`src/acx_pkg.sv`:
```
// Shared types, constants and the Ascon round function for the XOF engine.
// No dependencies; imported by every module of the engine.
package acx_pkg;

    localparam int ROUNDS           = 12;
    localparam int RND_W            = 4;
    localparam int DIGEST_WORDS_DEF = 4;
    localparam int QUEUE_DEPTH      = 2;
    localparam int QPTR_W           = 1;
    localparam int QCNT_W           = 2;

    localparam logic [63:0] XOF_IV = 64'h00400c0000000000;
    localparam logic [7:0]  PAD_BYTE = 8'h80;

    typedef logic [4:0][63:0] state_t;

    typedef enum logic {
        OP_ABSORB = 1'b0,
        OP_FINAL  = 1'b1
    } op_kind_t;

    // one queued request for the permutation side
    typedef struct packed {
        op_kind_t    kind;
        logic [63:0] block;
    } op_t;

    function automatic logic [63:0] rotr64(logic [63:0] v, int n);
        return (v >> n) | (v << (64 - n));
    endfunction

    // one Ascon round, round index r counts up from zero
    function automatic state_t acx_round(state_t s, logic [RND_W-1:0] r);
        logic [63:0] a, b, c, d, e;
        logic [63:0] t0, t1, t2, t3, t4;
        state_t      o;
        a = s[0];
        b = s[1];
        c = s[2];
        d = s[3];
        e = s[4];
        c = c ^ {56'b0, 4'(4'd15 - r), r};
        a = a ^ e;
        e = e ^ d;
        c = c ^ b;
        t0 = ~a & b;
        t1 = ~b & c;
        t2 = ~c & d;
        t3 = ~d & e;
        t4 = ~e & a;
        a = a ^ t1;
        b = b ^ t2;
        c = c ^ t3;
        d = d ^ t4;
        e = e ^ t0;
        b = b ^ a;
        a = a ^ e;
        d = d ^ c;
        c = ~c;
        o[0] = a ^ rotr64(a, 19) ^ rotr64(a, 28);
        o[1] = b ^ rotr64(b, 61) ^ rotr64(b, 39);
        o[2] = c ^ rotr64(c, 1) ^ rotr64(c, 6);
        o[3] = d ^ rotr64(d, 10) ^ rotr64(d, 17);
        o[4] = e ^ rotr64(e, 7) ^ rotr64(e, 41);
        return o;
    endfunction

    // initialized state: IV after one full permutation, folded at elaboration
    function automatic state_t acx_init_state();
        state_t s;
        s    = '0;
        s[0] = XOF_IV;
        for (int i = 0; i < ROUNDS; i++) begin
            s = acx_round(s, RND_W'(i));
        end
        return s;
    endfunction

    localparam state_t INIT_STATE = acx_init_state();

endpackage

```
`src/ascon_xof_hash_engine_top.sv`:
```
// channel | direction | handshake            | payload
// in      | receive   | in_valid / in_stall   | command, data_byte
// out     | send      | out_valid / out_stall | digest_word, last_word
//
// The front end takes a byte request whenever in_stall is low; every eighth
// byte queues a block, and the permutation unit loads each block and then
// runs 12 rounds on it, so long messages are limited by the round unit.
// Finalize: load of the padded block, then 12 rounds before each output word.
// Reset loads the initialized state directly, with no warm-up permutation.
// in_stall is high only while the two-entry queue is full; out_stall
// holds the output register and, once the next word is ready, the rounds.
//
// Top level of the Ascon-XOF engine; depends on acx_pkg, acx_front,
// acx_fifo and acx_back.
module ascon_xof_hash_engine_top
    import acx_pkg::*;
#(
    parameter int DIGEST_WORDS = DIGEST_WORDS_DEF
)
(
    input  logic        clk,
    input  logic        rst_n,
    input  logic        in_valid,
    output logic        in_stall,
    input  logic        command,
    input  logic [7:0]  data_byte,
    output logic        out_valid,
    input  logic        out_stall,
    output logic [63:0] digest_word,
    output logic        last_word
);

    logic q_full, q_push, q_pop, q_valid;
    op_t  q_in_op, q_out_op;

    // request intake and block packing
    acx_front u_front (
        .clk       (clk),
        .rst_n     (rst_n),
        .in_valid  (in_valid),
        .in_stall  (in_stall),
        .command   (command),
        .data_byte (data_byte),
        .q_full    (q_full),
        .q_push    (q_push),
        .q_op      (q_in_op)
    );

    // decoupling queue
    acx_fifo u_fifo (
        .clk       (clk),
        .rst_n     (rst_n),
        .push      (q_push),
        .push_op   (q_in_op),
        .full      (q_full),
        .pop       (q_pop),
        .pop_valid (q_valid),
        .pop_op    (q_out_op)
    );

    // permutation and squeeze
    acx_back #(
        .DIGEST_WORDS (DIGEST_WORDS)
    ) u_back (
        .clk         (clk),
        .rst_n       (rst_n),
        .op_valid    (q_valid),
        .op          (q_out_op),
        .op_pop      (q_pop),
        .out_valid   (out_valid),
        .out_stall   (out_stall),
        .digest_word (digest_word),
        .last_word   (last_word)
    );

endmodule

```
`src/acx_front.sv`:
```
// Front end: accepts byte requests, packs them into 64-bit blocks and
// queues absorb and finalize operations. Depends on acx_pkg.
module acx_front
    import acx_pkg::*;
(
    input  logic        clk,
    input  logic        rst_n,
    input  logic        in_valid,
    output logic        in_stall,
    input  logic        command,
    input  logic [7:0]  data_byte,
    input  logic        q_full,
    output logic        q_push,
    output op_t         q_op
);

    logic [63:0] buf_reg, buf_next;
    logic [2:0]  cnt_reg, cnt_next;
    logic        accept;
    logic [5:0]  shift;
    logic [63:0] merged;

    // stall whenever the queue cannot take an operation
    assign in_stall = q_full;
    assign accept   = in_valid && !q_full;

    // byte lane for the next position, big-endian from the top
    assign shift  = {3'(3'd7 - cnt_reg), 3'b000};
    assign merged = buf_reg | (64'(data_byte) << shift);

    // classify the request and build the queued operation
    always_comb
    begin
        buf_next   = buf_reg;
        cnt_next   = cnt_reg;
        q_push     = 1'b0;
        q_op.kind  = OP_ABSORB;
        q_op.block = merged;
        if (accept)
        begin
            if (command == OP_FINAL)
            begin
                q_push     = 1'b1;
                q_op.kind  = OP_FINAL;
                q_op.block = buf_reg | (64'(PAD_BYTE) << shift);
                buf_next   = '0;
                cnt_next   = '0;
            end
            else if (cnt_reg == 3'd7)
            begin
                q_push   = 1'b1;
                buf_next = '0;
                cnt_next = '0;
            end
            else
            begin
                buf_next = merged;
                cnt_next = cnt_reg + 3'd1;
            end
        end
    end

    always_ff @(posedge clk or negedge rst_n)
    begin
        if (!rst_n)
        begin
            buf_reg <= '0;
            cnt_reg <= '0;
        end
        else
        begin
            buf_reg <= buf_next;
            cnt_reg <= cnt_next;
        end
    end

endmodule

```
`src/acx_fifo.sv`:
```
// Short operation queue between the front end and the permutation engine.
// Depends on acx_pkg for the operation type and depth.
module acx_fifo
    import acx_pkg::*;
(
    input  logic clk,
    input  logic rst_n,
    input  logic push,
    input  op_t  push_op,
    output logic full,
    input  logic pop,
    output logic pop_valid,
    output op_t  pop_op
);

    op_t               mem [QUEUE_DEPTH];
    logic [QPTR_W-1:0] wr_ptr_reg, rd_ptr_reg;
    logic [QCNT_W-1:0] count_reg, count_next;
    logic              do_push, do_pop;

    assign full      = (count_reg == QCNT_W'(QUEUE_DEPTH));
    assign pop_valid = (count_reg != '0);
    assign pop_op    = mem[rd_ptr_reg];
    assign do_push   = push && !full;
    assign do_pop    = pop && pop_valid;

    // occupancy tracking
    always_comb
    begin
        count_next = count_reg;
        if (do_push && !do_pop)
        begin
            count_next = count_reg + QCNT_W'(1);
        end
        else if (do_pop && !do_push)
        begin
            count_next = count_reg - QCNT_W'(1);
        end
    end

    // storage, no reset on payload
    always_ff @(posedge clk)
    begin
        if (do_push)
        begin
            mem[wr_ptr_reg] <= push_op;
        end
    end

    always_ff @(posedge clk or negedge rst_n)
    begin
        if (!rst_n)
        begin
            wr_ptr_reg <= '0;
            rd_ptr_reg <= '0;
            count_reg  <= '0;
        end
        else
        begin
            count_reg <= count_next;
            if (do_push)
            begin
                wr_ptr_reg <= wr_ptr_reg + QPTR_W'(1);
            end
            if (do_pop)
            begin
                rd_ptr_reg <= rd_ptr_reg + QPTR_W'(1);
            end
        end
    end

endmodule

```
`src/acx_back.sv`:
```
// Back end: holds the 320-bit state, runs one permutation round per cycle,
// squeezes digest words into an output register. Depends on acx_pkg.
module acx_back
    import acx_pkg::*;
#(
    parameter int DIGEST_WORDS = DIGEST_WORDS_DEF
)
(
    input  logic        clk,
    input  logic        rst_n,
    input  logic        op_valid,
    input  op_t         op,
    output logic        op_pop,
    output logic        out_valid,
    input  logic        out_stall,
    output logic [63:0] digest_word,
    output logic        last_word
);

    localparam int WCNT_W = (DIGEST_WORDS > 1) ? $clog2(DIGEST_WORDS) : 1;

    typedef enum logic [3:0] {
        BK_IDLE    = 4'b0001,
        BK_ABSORB  = 4'b0010,
        BK_SQUEEZE = 4'b0100,
        BK_EMIT    = 4'b1000
    } back_state_t;

    back_state_t       st_reg, st_next;
    state_t            s_reg, s_next;
    logic [RND_W-1:0]  rnd_reg, rnd_next;
    logic [WCNT_W-1:0] word_reg, word_next;
    logic              out_valid_reg, out_valid_next;
    logic [63:0]       word_out_reg, word_out_next;
    logic              last_reg, last_next;
    logic              round_done, emit_go, is_last;

    assign round_done = (rnd_reg == RND_W'(ROUNDS - 1));
    assign emit_go    = (st_reg == BK_EMIT) && (!out_valid_reg || !out_stall);
    assign is_last    = (word_reg == WCNT_W'(DIGEST_WORDS - 1));
    assign op_pop     = (st_reg == BK_IDLE) && op_valid;

    assign out_valid   = out_valid_reg;
    assign digest_word = word_out_reg;
    assign last_word   = last_reg;

    // sequencer over absorb and squeeze phases
    always_comb
    begin
        st_next        = st_reg;
        s_next         = s_reg;
        rnd_next       = rnd_reg;
        word_next      = word_reg;
        out_valid_next = out_valid_reg && out_stall;
        word_out_next  = word_out_reg;
        last_next      = last_reg;
        unique case (st_reg)
            BK_IDLE:
            begin
                if (op_valid)
                begin
                    s_next[0] = s_reg[0] ^ op.block;
                    rnd_next  = '0;
                    word_next = '0;
                    st_next   = (op.kind == OP_FINAL) ? BK_SQUEEZE : BK_ABSORB;
                end
            end
            BK_ABSORB:
            begin
                s_next   = acx_round(s_reg, rnd_reg);
                rnd_next = rnd_reg + RND_W'(1);
                if (round_done)
                begin
                    st_next = BK_IDLE;
                end
            end
            BK_SQUEEZE:
            begin
                s_next   = acx_round(s_reg, rnd_reg);
                rnd_next = rnd_reg + RND_W'(1);
                if (round_done)
                begin
                    st_next = BK_EMIT;
                end
            end
            BK_EMIT:
            begin
                if (emit_go)
                begin
                    out_valid_next = 1'b1;
                    word_out_next  = s_reg[0];
                    last_next      = is_last;
                    rnd_next       = '0;
                    if (is_last)
                    begin
                        s_next  = INIT_STATE;
                        st_next = BK_IDLE;
                    end
                    else
                    begin
                        word_next = word_reg + WCNT_W'(1);
                        st_next   = BK_SQUEEZE;
                    end
                end
            end
            default:
            begin
                st_next = BK_IDLE;
            end
        endcase
    end

    // output payload, no reset needed
    always_ff @(posedge clk)
    begin
        word_out_reg <= word_out_next;
        last_reg     <= last_next;
    end

    always_ff @(posedge clk or negedge rst_n)
    begin
        if (!rst_n)
        begin
            st_reg        <= BK_IDLE;
            s_reg         <= INIT_STATE;
            rnd_reg       <= '0;
            word_reg      <= '0;
            out_valid_reg <= 1'b0;
        end
        else
        begin
            st_reg        <= st_next;
            s_reg         <= s_next;
            rnd_reg       <= rnd_next;
            word_reg      <= word_next;
            out_valid_reg <= out_valid_next;
        end
    end

endmodule

```
`config.mk`:
```
export PLATFORM = sky130hd
export DESIGN_NAME = ascon_xof_hash_engine_top
export DESIGN_NICKNAME = d
export VERILOG_FILES = /design/src/acx_pkg.sv /design/src/ascon_xof_hash_engine_top.sv /design/src/acx_front.sv /design/src/acx_fifo.sv /design/src/acx_back.sv
export SDC_FILE = /design/constraint.sdc
export NUM_CORES = 2
export LEC_CHECK = 0
export ABC_AREA = 1
export BUFFER_PORTS_ARGS = -buffer_cell sky130_fd_sc_hd__buf_4
export CORE_MARGIN = 3
export CORE_UTILIZATION = 42
export DETAILED_ROUTE_END_ITERATION = 12
export SLEW_MARGIN = 20
export SYNTH_ARGS = -nofsm -noshare
export SYNTH_HDL_FRONTEND = slang
export SYNTH_SLANG_ARGS = --single-unit
```
`constraint.sdc`:
```
create_clock -name clk -period 10.4 [get_ports clk]
set_input_delay 0.52 -clock clk [delete_from_list [all_inputs] [get_ports clk]]
set_output_delay 0.52 -clock clk [all_outputs]
set_load 0.02 [all_outputs]
```
==> reports/results.txt <==
total CTS buffers -> 75
Fin. Hold Viols -> 0
clk_lat worst skew -> 660 ps
final worst path period need -> 4380 ps
EDFF count, synth -> 195
vias in the first global route -> 37,500
crit path capture type -> register
sequential cell area fraction in the yosys report -> 37.9%
GRT Residual Overflow -> 0
port buffer count -> 79
Post-Synthesis Net Count -> 6,184
root buffer cell -> clkbuf_16
initial core utilization -> 42.4%
Crit Path Max Fanout -> 69
flops & latches, synth -> 597
drc violations -> 0
1st-pass router iterations -> 7
core footprint -> 0.100 sq mm
DIE AREA -> 0.105 sq mm
synth warn -> 0
total wire length -> 191,000 microns
RePlAce Congestion -> 1.11
critical path startpoint category -> register
postcts setup bufs -> 0
Post-synth top cells -> nand2_1, inv_1, nand3_1
Hold Worst Slack -> 76.2 ps
main flop type after synthesis -> dfrtp_1
Filler Cells Inserted -> 10,200
chip height -> 324 microns
FFs w/ async S/R, synth -> 67.3%
post-synth top area share -> 21.5%
Final Slew Violations -> 0
Slew HR -> 9.77%
vias per cell -> 5.60
Post-Syn Instances -> 6,034
clock skew -> 26.5 ps
synthesized area -> 0.0425 sq mm
Worst Path Required -> 10,990 ps
top-level port count -> 80
post-synth top area cell -> nand2_1
dpl hpwl -> 152,000 microns
Area contributors post-synth -> nand2_1, dfrtp_1, edfxtp_1, dfstp_2, nand3_1
Iteration-0 DRC Markers -> 5,122
unrepaired setup endpoints after global routing -> false
Worst Path Arrival -> 4960 ps
post-route ant nets -> 0
syn avg cell area -> 7.04 sq um
top-count cell post-synth -> nand2_1
max FFs per register -> 320
GR Util All Layers -> 35.9%
area grow syn2layout -> 11.2%
largest net degree at the start of global routing -> 141
outcome -> finished, final reports clean
first-pass GRT wire length -> 267,000 microns
Worst Setup Path Type -> register to register
Worst Hold Class -> input port to register
Worst-path clk slew -> 60 ps
nets -> 6,253
final worst path period share -> 42.1%
Die W -> 324 microns
initial antenna violation count -> 12
TritonCTS clock tree -> yes
cts hold-fix bufs -> 1
std cell rows -> 116
synth unique cells -> 39
vias after detailed routing -> 41,800
CTS sink cnt -> 597
Final Setup Violations -> 0
fmax -> 0.229 GHz
layout cells sized above 1 -> 7.95%
TNS Setup -> 0 ps
# Max-Cap Violations -> 0
cts repair resizes -> 0
worst-case clock buffer depth -> 3
H-Tree Depth -> 3
routed len/inst -> 25.5 microns
Worst-Margin Slew -> 1340 ps
[metal layers]
layer,part of all wire (%),GRT usage [%],vias up,routed length [microns]
li1,-,-,19500,-
met1,38,44.8,19600,72100
met2,42,53.5,2125,80300
met3,11,8.33,578,20100
met4,9.5,28.6,4,18100
met5,0.015,0,-,29
[through the flow]
stage / area (sq um) / util (%) / setup WS, ps / cells
2_1_floorplan: 42500 / - / 5870 / 6034
6_report: 47200 / 47.2 / 6020 / 7467
3_5_place_dp: 44600 / 44.5 / 6090 / 7323
5_1_grt: 47200 / 47.2 / 5810 / 7462
3_3_place_gp: 44600 / 44.5 / 6210 / 7323
4_1_cts: 47200 / 47.2 / 6070 / 7462
[path summary, 6_finish.rpt]
| check | start | to | slack [ps] | depth (start not counted) |
|---|---|---|---|---|
| max | u_back.st_reg[0] | u_back.s_reg[96] | 6020 | 12 |
| min | command | u_front.cnt_reg[2] | 80 | 2 |
| max reg2reg | u_back.st_reg[0] | u_back.s_reg[96] | 6020 | 12 |
| min reg2reg | u_front.buf_reg[14] | u_front.buf_reg[14] | 500 | 2 |
| max in group asynchronous | rst_n | u_fifo.rd_ptr_reg | 8510 | 3 |
| min in group asynchronous | rst_n | u_back.s_reg[187] | 460 | 2 |
[cell usage in the layout (no fill, tap or decap), drive strengths merged, types with 83 or more instances in the layout]
cell type,netlist,layout
xor2,323,323
nand2,2435,2435
dfrtp,254,254
o22ai,83,83
clkbuf,101,96
o21ai,277,277
xnor2,202,202
ha,137,137
nand3,575,575
edfxtp,195,195
dfstp,148,148
inv,686,691
nor2,180,180
buf,37,129
a21oi,225,225
[cell families after synthesis]
family	synth area share, %
adder cells (fa/ha/maj)	4.04
buffers and inverters	7.40
XOR/XNOR	10.8
flip-flops	37.9
AND/OR/NAND/NOR	31.2
AO/OA/AOI/OAI	8.64
[area by class of cell]
cell class / count / area, sq um / area share [%]
Antenna cell: 5 / 12.5 / 0.0265
Clock buffer: 96 / 2070 / 4.37
Clock inverter: 42 / 533 / 1.13
Inverter: 689 / 2590 / 5.49
Multi-Input combinational cell: 4610 / 23300 / 49.3
Sequential cell: 597 / 16100 / 34.1
Tap cell: 1298 / 1620 / 3.44
Timing Repair Buffer: 130 / 1010 / 2.14
[worst max-delay path: stages, from the launching register on]
cell	delay, ps
dfstp_2	530
nor2_1	60
nand3_1	170
nand2_4	470
inv_6	660
nand2_1	180
nand3_4	120
buf_4	440
buf_4	560
buf_4	660
nand2_1	130
o21ai_0	110
inv_1	60
Power is not shown: default switching activity piles up to over one toggle a cycle in this logic, so the estimate is an artifact.
